File: config.mk
export PLATFORM = sky130hd
export DESIGN_NAME = tvp_front
export DESIGN_NICKNAME = d
export VERILOG_FILES = /design/src/hdl/tvp_pkg.sv /design/src/hdl/tvp_front.sv
export SDC_FILE = /design/constraint.sdc
export NUM_CORES = 1
export LEC_CHECK = 0
export BUFFER_PORTS_ARGS = -buffer_cell sky130_fd_sc_hd__buf_2
export CAP_MARGIN = 10
export CORE_MARGIN = 4
export CORE_UTILIZATION = 53
export DETAILED_ROUTE_END_ITERATION = 16
export GPL_TIMING_DRIVEN = 0
export PLACE_DENSITY = 0.78
export RECOVER_POWER = 25
export SYNTH_ARGS = -nofsm -noshare
export SYNTH_HDL_FRONTEND = slang
export SYNTH_SLANG_ARGS = --single-unit
export TNS_END_PERCENT = 20
File: constraint.sdc
create_clock -name clk -period 14.1 [get_ports clk]
set_input_delay 2.82 -clock clk [delete_from_list [all_inputs] [get_ports clk]]
set_output_delay 2.82 -clock clk [all_outputs]
set_load 0.02 [all_outputs]
File: src/hdl/tvp_pkg.sv
// ----------------------------------------------------------------------------
// tvp_pkg
// Shared types, constants and arithmetic helpers of the vertex projector.
// ----------------------------------------------------------------------------
package tvp_pkg;

	// Fixed widths
	localparam int CFGW   = 24;   // configuration data width
	localparam int OFSW   = 26;   // Q8 vertex offset from the camera
	localparam int PW     = 28;   // Q8 rotation datapath
	localparam int DPW    = 21;   // whole-unit rotated coordinate
	localparam int NW     = 36;   // projection numerator
	localparam int DW     = 22;   // projection denominator
	localparam int QB     = 12;   // quotient bits, screen up to 4096
	localparam int QDEPTH = 2;    // triangle queue depth

	// Sine approximation constants, Q14
	localparam int ONE_Q14 = 16384;
	localparam int SIN_C1  = 1160;
	localparam int SIN_C2  = 10512;
	localparam int SIN_C3  = 25736;
	localparam logic [15:0] QUARTER = 16'h4000;

	// Configuration register indexes
	typedef enum logic [2:0] {
		REG_CAM_X = 3'd0,
		REG_CAM_Y = 3'd1,
		REG_CAM_Z = 3'd2,
		REG_PITCH = 3'd3,
		REG_YAW   = 3'd4,
		REG_ROLL  = 3'd5,
		REG_FOCAL = 3'd6
	} reg_idx_t;

	localparam logic [9:0] FOCAL_RESET = 10'd150;

	// Vertex slot within a triangle
	localparam logic [1:0] VTX_A = 2'd0;
	localparam logic [1:0] VTX_B = 2'd1;
	localparam logic [1:0] VTX_C = 2'd2;

	// Sine unit sequencer
	typedef enum logic [2:0] {
		TRIG_IDLE,
		TRIG_LOAD,
		TRIG_SQ,
		TRIG_P1,
		TRIG_P2,
		TRIG_P3
	} trig_state_t;

	typedef struct packed {
		logic signed [15:0] sx;
		logic signed [15:0] cx;
		logic signed [15:0] sy;
		logic signed [15:0] cy;
		logic signed [15:0] sz;
		logic signed [15:0] cz;
	} trig_t;

	typedef struct packed {
		logic signed [OFSW-1:0] x;
		logic signed [OFSW-1:0] y;
		logic signed [OFSW-1:0] z;
	} vtx_t;

	typedef struct packed {
		vtx_t a;
		vtx_t b;
		vtx_t c;
	} tri_t;

	// Control travelling beside the divider
	typedef struct packed {
		logic       valid;
		logic [1:0] idx;
		logic       zero;
		logic       ovf_c;
		logic       ovf_r;
		logic       neg_c;
		logic       neg_r;
	} side_t;

	typedef struct packed {
		logic [9:0] col;
		logic [9:0] row;
		logic       seen;
	} vres_t;

	// Q14 product, truncated toward zero
	function automatic logic signed [PW-1:0] mulq(input logic signed [15:0] a,
			input logic signed [PW-1:0] b);
		logic signed [PW+15:0] p;
		p = a * b;
		if (p < 0)
			p = p + (PW+16)'(16383);
		return PW'(p >>> 14);
	endfunction

	// Q8 to whole units, truncated toward zero
	function automatic logic signed [DPW-1:0] div256(input logic signed [PW-1:0] v);
		logic signed [PW-1:0] t;
		t = v;
		if (v < 0)
			t = v + PW'(255);
		return DPW'(t >>> 8);
	endfunction

endpackage

File: src/hdl/tvp_front.sv
// ----------------------------------------------------------------------------
// tvp_front
// Input side: takes triangle beats, offsets each vertex by the camera in Q8
// and queues the triangle for the projection pipeline.
// ----------------------------------------------------------------------------
module tvp_front (
	input  logic                   clk,
	input  logic                   arst_n,
	input  logic                   in_valid,
	output logic                   in_ready,
	input  logic signed [15:0]     a_x,
	input  logic signed [15:0]     a_y,
	input  logic signed [15:0]     a_z,
	input  logic signed [15:0]     b_x,
	input  logic signed [15:0]     b_y,
	input  logic signed [15:0]     b_z,
	input  logic signed [15:0]     c_x,
	input  logic signed [15:0]     c_y,
	input  logic signed [15:0]     c_z,
	input  logic signed [23:0]     cam_x,
	input  logic signed [23:0]     cam_y,
	input  logic signed [23:0]     cam_z,
	input  logic                   trig_busy,
	input  logic                   pop,
	output logic                   head_valid,
	output tvp_pkg::tri_t          head
);

	localparam int QPW = $clog2(tvp_pkg::QDEPTH);

	tvp_pkg::tri_t       mem_q [tvp_pkg::QDEPTH];
	logic [QPW-1:0]      wr_q, rd_q;
	logic [QPW:0]        cnt_q;
	tvp_pkg::tri_t       tri_in;
	logic                push;

	function automatic logic signed [tvp_pkg::OFSW-1:0] offs(input logic signed [15:0] v,
			input logic signed [23:0] c);
		return (tvp_pkg::OFSW'(v) <<< 8) - tvp_pkg::OFSW'(c);
	endfunction

	// Camera offset of every vertex
	always_comb begin
		tri_in.a.x = offs(a_x, cam_x);
		tri_in.a.y = offs(a_y, cam_y);
		tri_in.a.z = offs(a_z, cam_z);
		tri_in.b.x = offs(b_x, cam_x);
		tri_in.b.y = offs(b_y, cam_y);
		tri_in.b.z = offs(b_z, cam_z);
		tri_in.c.x = offs(c_x, cam_x);
		tri_in.c.y = offs(c_y, cam_y);
		tri_in.c.z = offs(c_z, cam_z);
	end

	assign in_ready   = (cnt_q < (QPW+1)'(tvp_pkg::QDEPTH)) && !trig_busy;
	assign push       = in_valid && in_ready;
	assign head_valid = (cnt_q != '0);
	assign head       = mem_q[rd_q];

	// Queue pointers
	always_ff @(posedge clk or negedge arst_n) begin
		if (!arst_n) begin
			wr_q  <= '0;
			rd_q  <= '0;
			cnt_q <= '0;
		end else begin
			if (push)
				wr_q <= wr_q + QPW'(1);
			if (pop)
				rd_q <= rd_q + QPW'(1);
			if (push && !pop)
				cnt_q <= cnt_q + (QPW+1)'(1);
			else if (pop && !push)
				cnt_q <= cnt_q - (QPW+1)'(1);
		end
	end

	always_ff @(posedge clk) begin
		if (push)
			mem_q[wr_q] <= tri_in;
	end

endmodule

==> metrics.md <==
| Metric | Value |
|---|---|
| P_sw | `1.37 mW` |
| ANT nets after route | `0` |
| Overall Power | `3.92 mW` |
| Area Growth Syn to Fin | `20.8%` |
| CTS sink cnt | `358` |
| Max_cap viols | `5` |
| Post-Syn Area | `20500 um2` |
| Largest family of logic cells by synthesized area | `compound AO/OA/AOI/OAI gates` |
| PD cells | `about 160 nW/um2` |
| Chip height | `around 200 um` |
| Port Buffer Count | `455` |
| Synth Area in XOR/XNOR | `6.45%` |
| Worst slew margin | `-143%` |
| Outcome | `finished with violations` |
| Cell family with most CP delay | `buffers and inverters` |
| Post-synthesis sequential area ratio | `52.3%` |
| Vias per cell | `5.66` |
| Crit-path max FO | `61` |
| Fmax | `138 MHz` |
| RSZ-0062 raised after global routing | `false` |
| Clk pwr share | `~25%` |
| Util after Layout | `65.3%` |
| Grt ovf | `0` |
| Initial antenna violation count | `10` |
| Post-place setup slack | `7.99 ns` |
| Slowest CP cell | `clkbuf_1` |
| Multi-input logic area | `8900 um2` |
| Worst hold path type | `flop to flop` |
| Area of the die | `41900 um2` |
| EDFF count, synth | `354` |
| Setup TNS | `0 ns` |
| Crit path required time | `14.16 ns` |
| Mux cell area share after synthesis | `9.72%` |
| Most frequent cells in the layout | `buf_2 (448), edfxtp_1 (354), mux2_2 (177)` |
| Total number of vias | `15300` |
| Synth Area in Adders | `9.03%` |
| Sequential share of power | `a little over a third` |
| CTS Root Buffer Type | `clkbuf_16` |
| Failing checks | `capacitance limit, slew limit` |
| Synth cell types | `between 70 and 80` |
| I/O pin total | `457` |
| Worst VDD drop | `101 uV` |
| Synth area leaders | `edfxtp_1 (52%), mux2_2 (9.7%), ha_1 (9.0%)` |
| Area after DPL | `between 20000 and 25000 um2` |
| CORE AREA | `37900 um2` |
| Area leader, netlist | `edfxtp_1` |
| Std-Cell Rows | `71` |
| Synthesized netlist net count | `a little over 2000` |
| Final worst-path cycle share | `51.3%` |
| Worst Setup Start Kind | `input port` |
| Fin. Hold Viols | `0` |
| Die Width | `205 um` |
| Pre-antenna DRT Iters | `5` |
| Worst-path clk slew | `approximately 0.060 ns` |
| Critical path class | `input port to flop` |
| LEAKAGE | `between 10 and 15 nW` |
| First-pass GRT wire length | `81400 um` |
| Total GRT Usage | `24.8%` |
| Fraction of layout cells with a size suffix above 1 | `about a third` |
| Logic gate share of total power | `between 30% and 40%` |
| Synth Register Bits | `between 300 and 400` |
| GP Congestion | `0.951` |
| Filler-free cell count of the finished design | `approximately 2700` |
| DP Wirelength | `around 42000 um` |
| Compound-Gate Fraction of Synth Area | `11.2%` |
| DRC | `0` |
| Sw Share | `35.0%` |
| Initial Util | `54.0%` |
| Synthesis Warnings | `0` |
| Syn avg cell area | `~12 um2` |
| Ys async rst share | `1.12%` |
| Final setup violation count | `0` |
| WL final | `53900 um` |
| Worst path arrival time | `about 7.3 ns` |
| # placed instances | `2622` |
| Post-synth top area share | `about half` |
| # fillers | `2872` |
| H-tree levels | `2` |
| Post-synthesis simple-gate area fraction | `6.99%` |
| Commonest non-fill, non-tap cell in the layout | `buf_2` |
| Worst-path cell chain | `buf_2 -> nor2_1 -> and3_1 -> clkbuf_1` |
| CTS tree | `built` |
| Crit end category | `flop` |
| Slew Viols, Final | `193` |
| Register Area | `between 10000 and 15000 um2` |
| Main synth FF type | `edfxtp_1` |
| CP bufs+invs | `2` |
| Post-CTS setup repair buffer count | `0` |
| TritonCTS Buffers | `41` |
| Final instance area | `24800 um2` |
| Clock latency on the worst-skew pair | `between 0.5 and 0.6 ns` |
| DRT iter0 DRCs | `around 1000` |
| Worst-margin pin slew | `3.64 ns` |
| Worst setup margin | `6.87 ns` |
| Hold Buf Count CTS | `0` |
| Period minus WS final | `7.23 ns` |
| Resized Gates After CTS | `0` |
| Clock buffer depth | `3` |
| Worst path max stage delay | `~2.6 ns` |
| Largest net degree at the start of global routing | `62` |
| Post-Syn Instances | `1647` |
| Vias in the first global route | `15600` |
| Nets | `2523` |
| P_int | `around 2.5 mW` |
| Clk_skew | `0.0168 ns` |
| Worst hold slack | `0.499 ns` |
| WL/cell | `between 15 and 20 um` |
[synthesized netlist by cell type (18+ instances only)]
cell	count
edfxtp_1	354
a31oi_1	18
xor2_1	41
xnor2_1	110
o21ai_0	53
buf_4	57
nand2_1	69
a21o_1	57
a21oi_1	106
clkbuf_1	30
mux2_2	177
nor2_1	73
inv_1	84
nand3_1	20
nor2b_1	23
o21a_1	20
nor3_1	23
ha_1	148
[area by class of cell]
| type | count | area share (%) |
|---|---|---|
| Clock inverter | 24 | 0.763 |
| Timing Repair Buffer | 464 | 9.59 |
| Inverter | 84 | 1.27 |
| Multi-Input combinational cell | 1116 | 35.9 |
| Antenna cell | 7 | 0.0708 |
| Sequential cell | 358 | 43.3 |
| Clock buffer | 45 | 4.20 |
| Tap cell | 511 | 2.58 |
| Buffer | 89 | 2.24 |
[worst paths after layout]
kind | slack [ns] | depth (start not counted) | endpoint | start
worst max-delay path | 6.87 | 4 | mem_q[1][205] | trig_busy
worst min-delay path | 0.50 | 1 | cnt_q[1] | cnt_q[1]
worst max register to register | 8.83 | 3 | mem_q[1][205] | cnt_q[1]
worst min register to register | 0.50 | 1 | cnt_q[1] | cnt_q[1]
max in group asynchronous | 11.77 | 1 | cnt_q[1] | arst_n
min in group asynchronous | 2.12 | 1 | rd_q | arst_n
[metal layers]
layer,share of wire (%),wire (um),GRT usage [%]
met2,50,26700,43.2
met5,0.087,47,0
met4,3.9,2120,10.6
met3,7.9,4280,5.14
met1,38,20700,29.9
[worst reg2reg max path: cells and delay by family (launching register included)]
kind / cells / cell delay, ns
buffers and inverters: 1 / 2.63
DFF: 1 / 0.40
and+or+nand+nor: 2 / 1.64
[power groups by stage]
| stage | combinational (mW) | sequential, mW | clock, mW |
|---|---|---|---|
| after floorplan | 1.06 | 1.41 | 0 |
| after global placement | 1.52 | 1.43 | 0 |
| after detailed placement | 1.56 | 1.39 | 0 |
| after CTS | 1.58 | 1.37 | 1.01 |
| after global routing | 1.66 | 1.38 | 1.05 |
| final | 1.55 | 1.37 | 0.989 |
[flip-flops by register name (all words and copies together) (netlist names)]
signal and flops:
cnt_q 2, mem_q 354, rd_q 1, wr_q 1
[cell families after synthesis]
group | Yosys count
flip-flops | 358
AO/OA/AOI/OAI | 352
AND/OR/NAND/NOR | 288
multiplexers | 177
buffers and inverters | 173
XOR/XNOR | 151
adder cells (fa/ha/maj) | 148
Power figures use the tool's default switching activity.
