File: src/hdl/tvp_pkg.sv
// ----------------------------------------------------------------------------
// tvp_pkg
// Shared types, constants and arithmetic helpers of the vertex projector.
// ----------------------------------------------------------------------------
package tvp_pkg;

	// Fixed widths
	localparam int CFGW   = 24;   // configuration data width
	localparam int OFSW   = 26;   // Q8 vertex offset from the camera
	localparam int PW     = 28;   // Q8 rotation datapath
	localparam int DPW    = 21;   // whole-unit rotated coordinate
	localparam int NW     = 36;   // projection numerator
	localparam int DW     = 22;   // projection denominator
	localparam int QB     = 12;   // quotient bits, screen up to 4096
	localparam int QDEPTH = 2;    // triangle queue depth

	// Sine approximation constants, Q14
	localparam int ONE_Q14 = 16384;
	localparam int SIN_C1  = 1160;
	localparam int SIN_C2  = 10512;
	localparam int SIN_C3  = 25736;
	localparam logic [15:0] QUARTER = 16'h4000;

	// Configuration register indexes
	typedef enum logic [2:0] {
		REG_CAM_X = 3'd0,
		REG_CAM_Y = 3'd1,
		REG_CAM_Z = 3'd2,
		REG_PITCH = 3'd3,
		REG_YAW   = 3'd4,
		REG_ROLL  = 3'd5,
		REG_FOCAL = 3'd6
	} reg_idx_t;

	localparam logic [9:0] FOCAL_RESET = 10'd150;

	// Vertex slot within a triangle
	localparam logic [1:0] VTX_A = 2'd0;
	localparam logic [1:0] VTX_B = 2'd1;
	localparam logic [1:0] VTX_C = 2'd2;

	// Sine unit sequencer
	typedef enum logic [2:0] {
		TRIG_IDLE,
		TRIG_LOAD,
		TRIG_SQ,
		TRIG_P1,
		TRIG_P2,
		TRIG_P3
	} trig_state_t;

	typedef struct packed {
		logic signed [15:0] sx;
		logic signed [15:0] cx;
		logic signed [15:0] sy;
		logic signed [15:0] cy;
		logic signed [15:0] sz;
		logic signed [15:0] cz;
	} trig_t;

	typedef struct packed {
		logic signed [OFSW-1:0] x;
		logic signed [OFSW-1:0] y;
		logic signed [OFSW-1:0] z;
	} vtx_t;

	typedef struct packed {
		vtx_t a;
		vtx_t b;
		vtx_t c;
	} tri_t;

	// Control travelling beside the divider
	typedef struct packed {
		logic       valid;
		logic [1:0] idx;
		logic       zero;
		logic       ovf_c;
		logic       ovf_r;
		logic       neg_c;
		logic       neg_r;
	} side_t;

	typedef struct packed {
		logic [9:0] col;
		logic [9:0] row;
		logic       seen;
	} vres_t;

	// Q14 product, truncated toward zero
	function automatic logic signed [PW-1:0] mulq(input logic signed [15:0] a,
			input logic signed [PW-1:0] b);
		logic signed [PW+15:0] p;
		p = a * b;
		if (p < 0)
			p = p + (PW+16)'(16383);
		return PW'(p >>> 14);
	endfunction

	// Q8 to whole units, truncated toward zero
	function automatic logic signed [DPW-1:0] div256(input logic signed [PW-1:0] v);
		logic signed [PW-1:0] t;
		t = v;
		if (v < 0)
			t = v + PW'(255);
		return DPW'(t >>> 8);
	endfunction

endpackage

File: src/hdl/tvp_trig.sv
// ----------------------------------------------------------------------------
// tvp_trig
// Sequential sine/cosine unit: rebuilds the six rotation factors with one
// shared multiplier after reset and angle writes, one factor at a time.
// ----------------------------------------------------------------------------
module tvp_trig #(
	parameter int ANGLE_BITS = 12
) (
	input  logic             clk,
	input  logic             arst_n,
	input  logic             start,
	input  logic [11:0]      pitch,
	input  logic [11:0]      yaw,
	input  logic [11:0]      roll,
	output logic             busy,
	output tvp_pkg::trig_t   trig
);

	tvp_pkg::trig_state_t state_q, state_n;
	logic [2:0]          k_q;
	logic [14:0]         z_q, z2_q, t_q;
	logic                neg_q;
	logic signed [15:0]  sine_q [6];

	logic [11:0] ang;
	logic [15:0] base, phase;
	logic [14:0] z_ld;
	logic [14:0] opa, opb;
	logic [29:0] prod;
	logic [15:0] sh, sclamp;

	// Phase of the factor in hand
	always_comb begin
		case (k_q)
			3'd0, 3'd1: ang = pitch;
			3'd2, 3'd3: ang = yaw;
			default:    ang = roll;
		endcase
		base  = (16'(ang) & 16'((32'd1 << ANGLE_BITS) - 32'd1)) << (16 - ANGLE_BITS);
		phase = base + (k_q[0] ? tvp_pkg::QUARTER : 16'd0);
		z_ld  = phase[14] ? (15'(tvp_pkg::ONE_Q14) - {1'b0, phase[13:0]})
		                  : {1'b0, phase[13:0]};
	end

	// Shared multiplier
	always_comb begin
		case (state_q)
			tvp_pkg::TRIG_SQ: begin opa = z_q;  opb = z_q;  end
			tvp_pkg::TRIG_P1: begin opa = 15'(tvp_pkg::SIN_C1); opb = z2_q; end
			tvp_pkg::TRIG_P2: begin opa = t_q;  opb = z2_q; end
			default:          begin opa = t_q;  opb = z_q;  end
		endcase
		prod   = opa * opb;
		sh     = prod[29:14];
		sclamp = (sh > 16'(tvp_pkg::ONE_Q14)) ? 16'(tvp_pkg::ONE_Q14) : sh;
	end

	// Next state
	always_comb begin
		case (state_q)
			tvp_pkg::TRIG_IDLE: state_n = tvp_pkg::TRIG_IDLE;
			tvp_pkg::TRIG_LOAD: state_n = tvp_pkg::TRIG_SQ;
			tvp_pkg::TRIG_SQ:   state_n = tvp_pkg::TRIG_P1;
			tvp_pkg::TRIG_P1:   state_n = tvp_pkg::TRIG_P2;
			tvp_pkg::TRIG_P2:   state_n = tvp_pkg::TRIG_P3;
			tvp_pkg::TRIG_P3:   state_n = (k_q == 3'd5) ? tvp_pkg::TRIG_IDLE
			                                            : tvp_pkg::TRIG_LOAD;
			default:            state_n = tvp_pkg::TRIG_IDLE;
		endcase
		if (start)
			state_n = tvp_pkg::TRIG_LOAD;
	end

	always_ff @(posedge clk or negedge arst_n) begin
		if (!arst_n) begin
			state_q <= tvp_pkg::TRIG_LOAD;
			k_q     <= 3'd0;
		end else begin
			state_q <= state_n;
			if (start)
				k_q <= 3'd0;
			else if (state_q == tvp_pkg::TRIG_P3 && k_q != 3'd5)
				k_q <= k_q + 3'd1;
		end
	end

	// Datapath registers
	always_ff @(posedge clk) begin
		case (state_q)
			tvp_pkg::TRIG_LOAD: begin
				z_q   <= z_ld;
				neg_q <= phase[15];
			end
			tvp_pkg::TRIG_SQ: z2_q <= 15'(sh);
			tvp_pkg::TRIG_P1: t_q  <= 15'(16'(tvp_pkg::SIN_C2) - sh);
			tvp_pkg::TRIG_P2: t_q  <= 15'(16'(tvp_pkg::SIN_C3) - sh);
			tvp_pkg::TRIG_P3: sine_q[k_q] <= neg_q ? -$signed(sclamp) : $signed(sclamp);
			default: ;
		endcase
	end

	assign busy    = (state_q != tvp_pkg::TRIG_IDLE);
	assign trig.sx = sine_q[0];
	assign trig.cx = sine_q[1];
	assign trig.sy = sine_q[2];
	assign trig.cy = sine_q[3];
	assign trig.sz = sine_q[4];
	assign trig.cz = sine_q[5];

endmodule

File: config.mk
export PLATFORM = sky130hd
export DESIGN_NAME = tvp_trig
export DESIGN_NICKNAME = d
export VERILOG_FILES = /design/src/hdl/tvp_pkg.sv /design/src/hdl/tvp_trig.sv
export SDC_FILE = /design/constraint.sdc
export NUM_CORES = 1
export LEC_CHECK = 0
export BUFFER_PORTS_ARGS = -buffer_cell sky130_fd_sc_hd__clkbuf_2
export CAP_MARGIN = 15
export CORE_ASPECT_RATIO = 0.75
export CORE_MARGIN = 4
export CORE_UTILIZATION = 45
export DETAILED_ROUTE_END_ITERATION = 6
export MAX_ROUTING_LAYER = met4
export SETUP_SLACK_MARGIN = 0.5
export SYNTH_ARGS = -nofsm -noshare
export SYNTH_HDL_FRONTEND = slang
export SYNTH_SLANG_ARGS = --single-unit
File: constraint.sdc
create_clock -name clk -period 11.7 [get_ports clk]
set_input_delay 2.34 -clock clk [delete_from_list [all_inputs] [get_ports clk]]
set_output_delay 2.34 -clock clk [all_outputs]
set_load 0.01 [all_outputs]
==> flow_summary.yaml <==
placed_design:
  place_ws_ns: 0.824
  io_buffers: 135
  gp_congestion: 0.953
  place_area_mm2: 0.0148
  place_hpwl_mm: 30.5
floorplan:
  fp.dieH_um: 158
  chipWidth_um: 208
  coreArea_mm2: 0.0294
  io_pins: 136
  start_util: 0.462
  die-area_mm2: 0.0330
  rows: 54
cts:
  h-tree-depth: 4
  cts_made_buffers: 17
  cts_tree: "built"
  clk_pin_slew_ns: 0.06
  clock_path_buffers: 2
  clockRootBuffer: "clkbuf_16"
  holdBufCountCts: 0
  clock_latency_ns: 0.43
  clock-sinks: 144
worst_setup_path:
  cp-end-kind: "flop"
  worstSetupPathType: "reg2reg"
  cpPeakStageDelay_ns: 0.79
  cp.required_ns: 11.89
  cp.arrival_ns: 10.83
  cp_max_fo: 32
  reg2reg_from: "state_q[0]"
  path_common_cell: "fa_1"
  regToRegSetupSlack_ns: 1.06
  crit_path_start_kind: "flop"
  reg2reg_depth: 28
  critPathSlowestCell: "mux2i_1"
  reg2reg_to: "sine_q[4][12]"
run_status:
  outcome: "complete, no violations"
timing:
  final.setup.tns_ns: 0
  max_freq_mhz: 94.0
  tightestPinTransition_ns: 1.01
  final_max_slew_viol_count: 0
  clock-skew-final_ns: 0.0168
  finalCriticalPeriod_ns: 10.64
  setup_ws_ns: 1.06
  hold_viol: 0
  min_period_over_period: 0.909
  report.final.setup_viol: 0
  slew_headroom: 0.320
  rsz0062_at_grt: "no"
grt:
  overflow: 0
  grt_pass1_vias: 10032
  grt_usage: 0.233
  grt_max_degree: 33
  grt_pass1_wl_mm: 57.3
  antenna_found_initial: 1
logic_synthesis:
  ys_seq_elements: 144
  synth.distinct_cells: 72
  syn-instance-count: 1322
  synth_nets: 1633
  async_reset_ff_frac: 0.0417
  synthesis.area_mm2: 0.0136
  synth-edff-count: 138
  syn_avg_cell_area_um2: 10.3
  seq_area_frac_synth: 0.317
  synth_ff_type: "edfxtp_1"
  ys_warn_count: 0
route:
  wl_per_cell_um: 20.0
  routed_wl_mm: 37.2
  drt_drc_violations_left: 0
  viasPerCell: 5.42
  vias: 10080
  drt-pass1-iter-count: 7
  postRouteAntennaNets: 0
  drt_iter0_markers: 858
run:
  maxCapViolations: 0
final_layout:
  design_area_mm2: 0.0154
  nFillCells: 2667
  utilization: 0.525
  nets: 1765
  drive_gt1_frac: 0.156
  area_growth_pct: 13.8
min_path:
  hold_class: "reg2reg"
  whs_endpoint: "state_q[1]"
  hold_path_startpoint: "state_q[2]"
  min_path_cells: 1
metal layers:
metal  up-vias  GRT usage  wire [um]
li1       4647          -          -
met2       375      0.348      16800
met1      5026      0.342      17200
met5         -          -          0
met4         0     0.0435        520
met3        32     0.0406       2680
registers in the layout, summed over array words and instances (netlist names):
name,count
z2_q,15
t_q,15
neg_q,1
k_q,3
z_q,11
state_q,3
sine_q,96
cells by family after synthesis:
group	after synthesis	share of synthesized area
xor gates and xnor gates	46	0.0325
and+or+nand+nor	428	0.138
DFF	144	0.317
AOI/OAI and AO/OA	163	0.0829
muxes	24	0.0187
buffers and inverters	245	0.0682
adders and majority gates	272	0.343
stage by stage:
step,hold WS (ns),std cells
4_1_cts,0.550,1859
3_5_place_dp,0.543,1827
6_report,0.557,1860
5_1_grt,0.601,1860
3_3_place_gp,0.532,1827
2_1_floorplan,0.501,1322
layout by cell type, fill, tap and decap left out, types with 12 or more instances in the layout:
cell type and count:
a21o_1 12, a21oi_1 31, buf_4 25, clkbuf_16 17
clkbuf_2 135, edfxtp_1 138, fa_1 166, ha_1 106
inv_1 195, mux2i_1 12, nand2_1 149, nand2b_1 16
nand3_1 24, nand4_1 12, nor2_1 164, o21a_1 16
o21ai_0 29, xnor2_1 33
synthesized netlist by cell type (4+ instances only):
cell      number  area (um^2)
nand2_1      150          563
buf_1          7         26.3
o31a_1         4         35.0
nor2_1       164          616
clkbuf_1      36          135
and3_1        11         68.8
nand2b_1      17          106
dfrtp_1        5          125
o211ai_1       5         37.5
a22oi_1        9         67.6
xor2_1        11         96.3
mux2i_1       13          130
o21ai_0       29          145
o21ai_1        6         30.0
ha_1         106         1330
mux2_2        11          124
nand4_1       12         75.1
nor4_1         5         31.3
nand3_1       24          120
edfxtp_1     138         4140
inv_1        195          732
nor3_1         9         45.0
and2_1         7         43.8
a21oi_1       31          155
buf_2          4         20.0
a31oi_1        7         43.8
or2_2          5         31.3
a211o_1        5         43.8
a21o_1        12         90.1
nor3b_1        4         30.0
fa_1         166         3320
o21a_1        16          120
xnor2_1       33          289
or3_1          5         31.3
critical path: cells and delay by family (launching register included):
kind	cells	cell delay, ns
AND/OR/NAND/NOR	9	2.23
flip-flops	1	0.72
AO/OA/AOI/OAI	6	2.15
buffers and inverters	3	0.21
multiplexers	2	1.22
adder cells (fa/ha/maj)	8	3.83
timing repair:
action | CTS | global route
gates resized for setup | 0 | 4
setup endpoints to repair | 0 | 24
buffers inserted | 0 | 0
area by class of cell:
class | instances | area, um^2 | share of cell area
Antenna cell | 1 | 2.50 | 0.000162
Clock buffer | 19 | 433 | 0.0280
Clock inverter | 13 | 204 | 0.0132
Inverter | 198 | 743 | 0.0482
Multi-Input combinational cell | 933 | 8400 | 0.544
Sequential cell | 144 | 4300 | 0.278
Tap cell | 392 | 490 | 0.0318
Timing Repair Buffer | 160 | 863 | 0.0559
worst max path at each step:
| stage | startpoint | endpoint | slack, ns | cells past startpoint |
|---|---|---|---|---|
| detailed placement | state_q[1] | sine_q[4][12] | 0.82 | 31 |
| global placement | state_q[1] | sine_q[0][12] | 1.18 | 31 |
| floorplan | state_q[0] | sine_q[0][8] | 1.74 | 33 |
| CTS | state_q[1] | sine_q[3][12] | 0.80 | 29 |
| global route | state_q[0] | sine_q[3][12] | 0.57 | 30 |
| finish | state_q[0] | sine_q[4][12] | 1.06 | 28 |
Power is not shown: default switching activity piles up to over one toggle a cycle in this logic, so the estimate is an artifact.
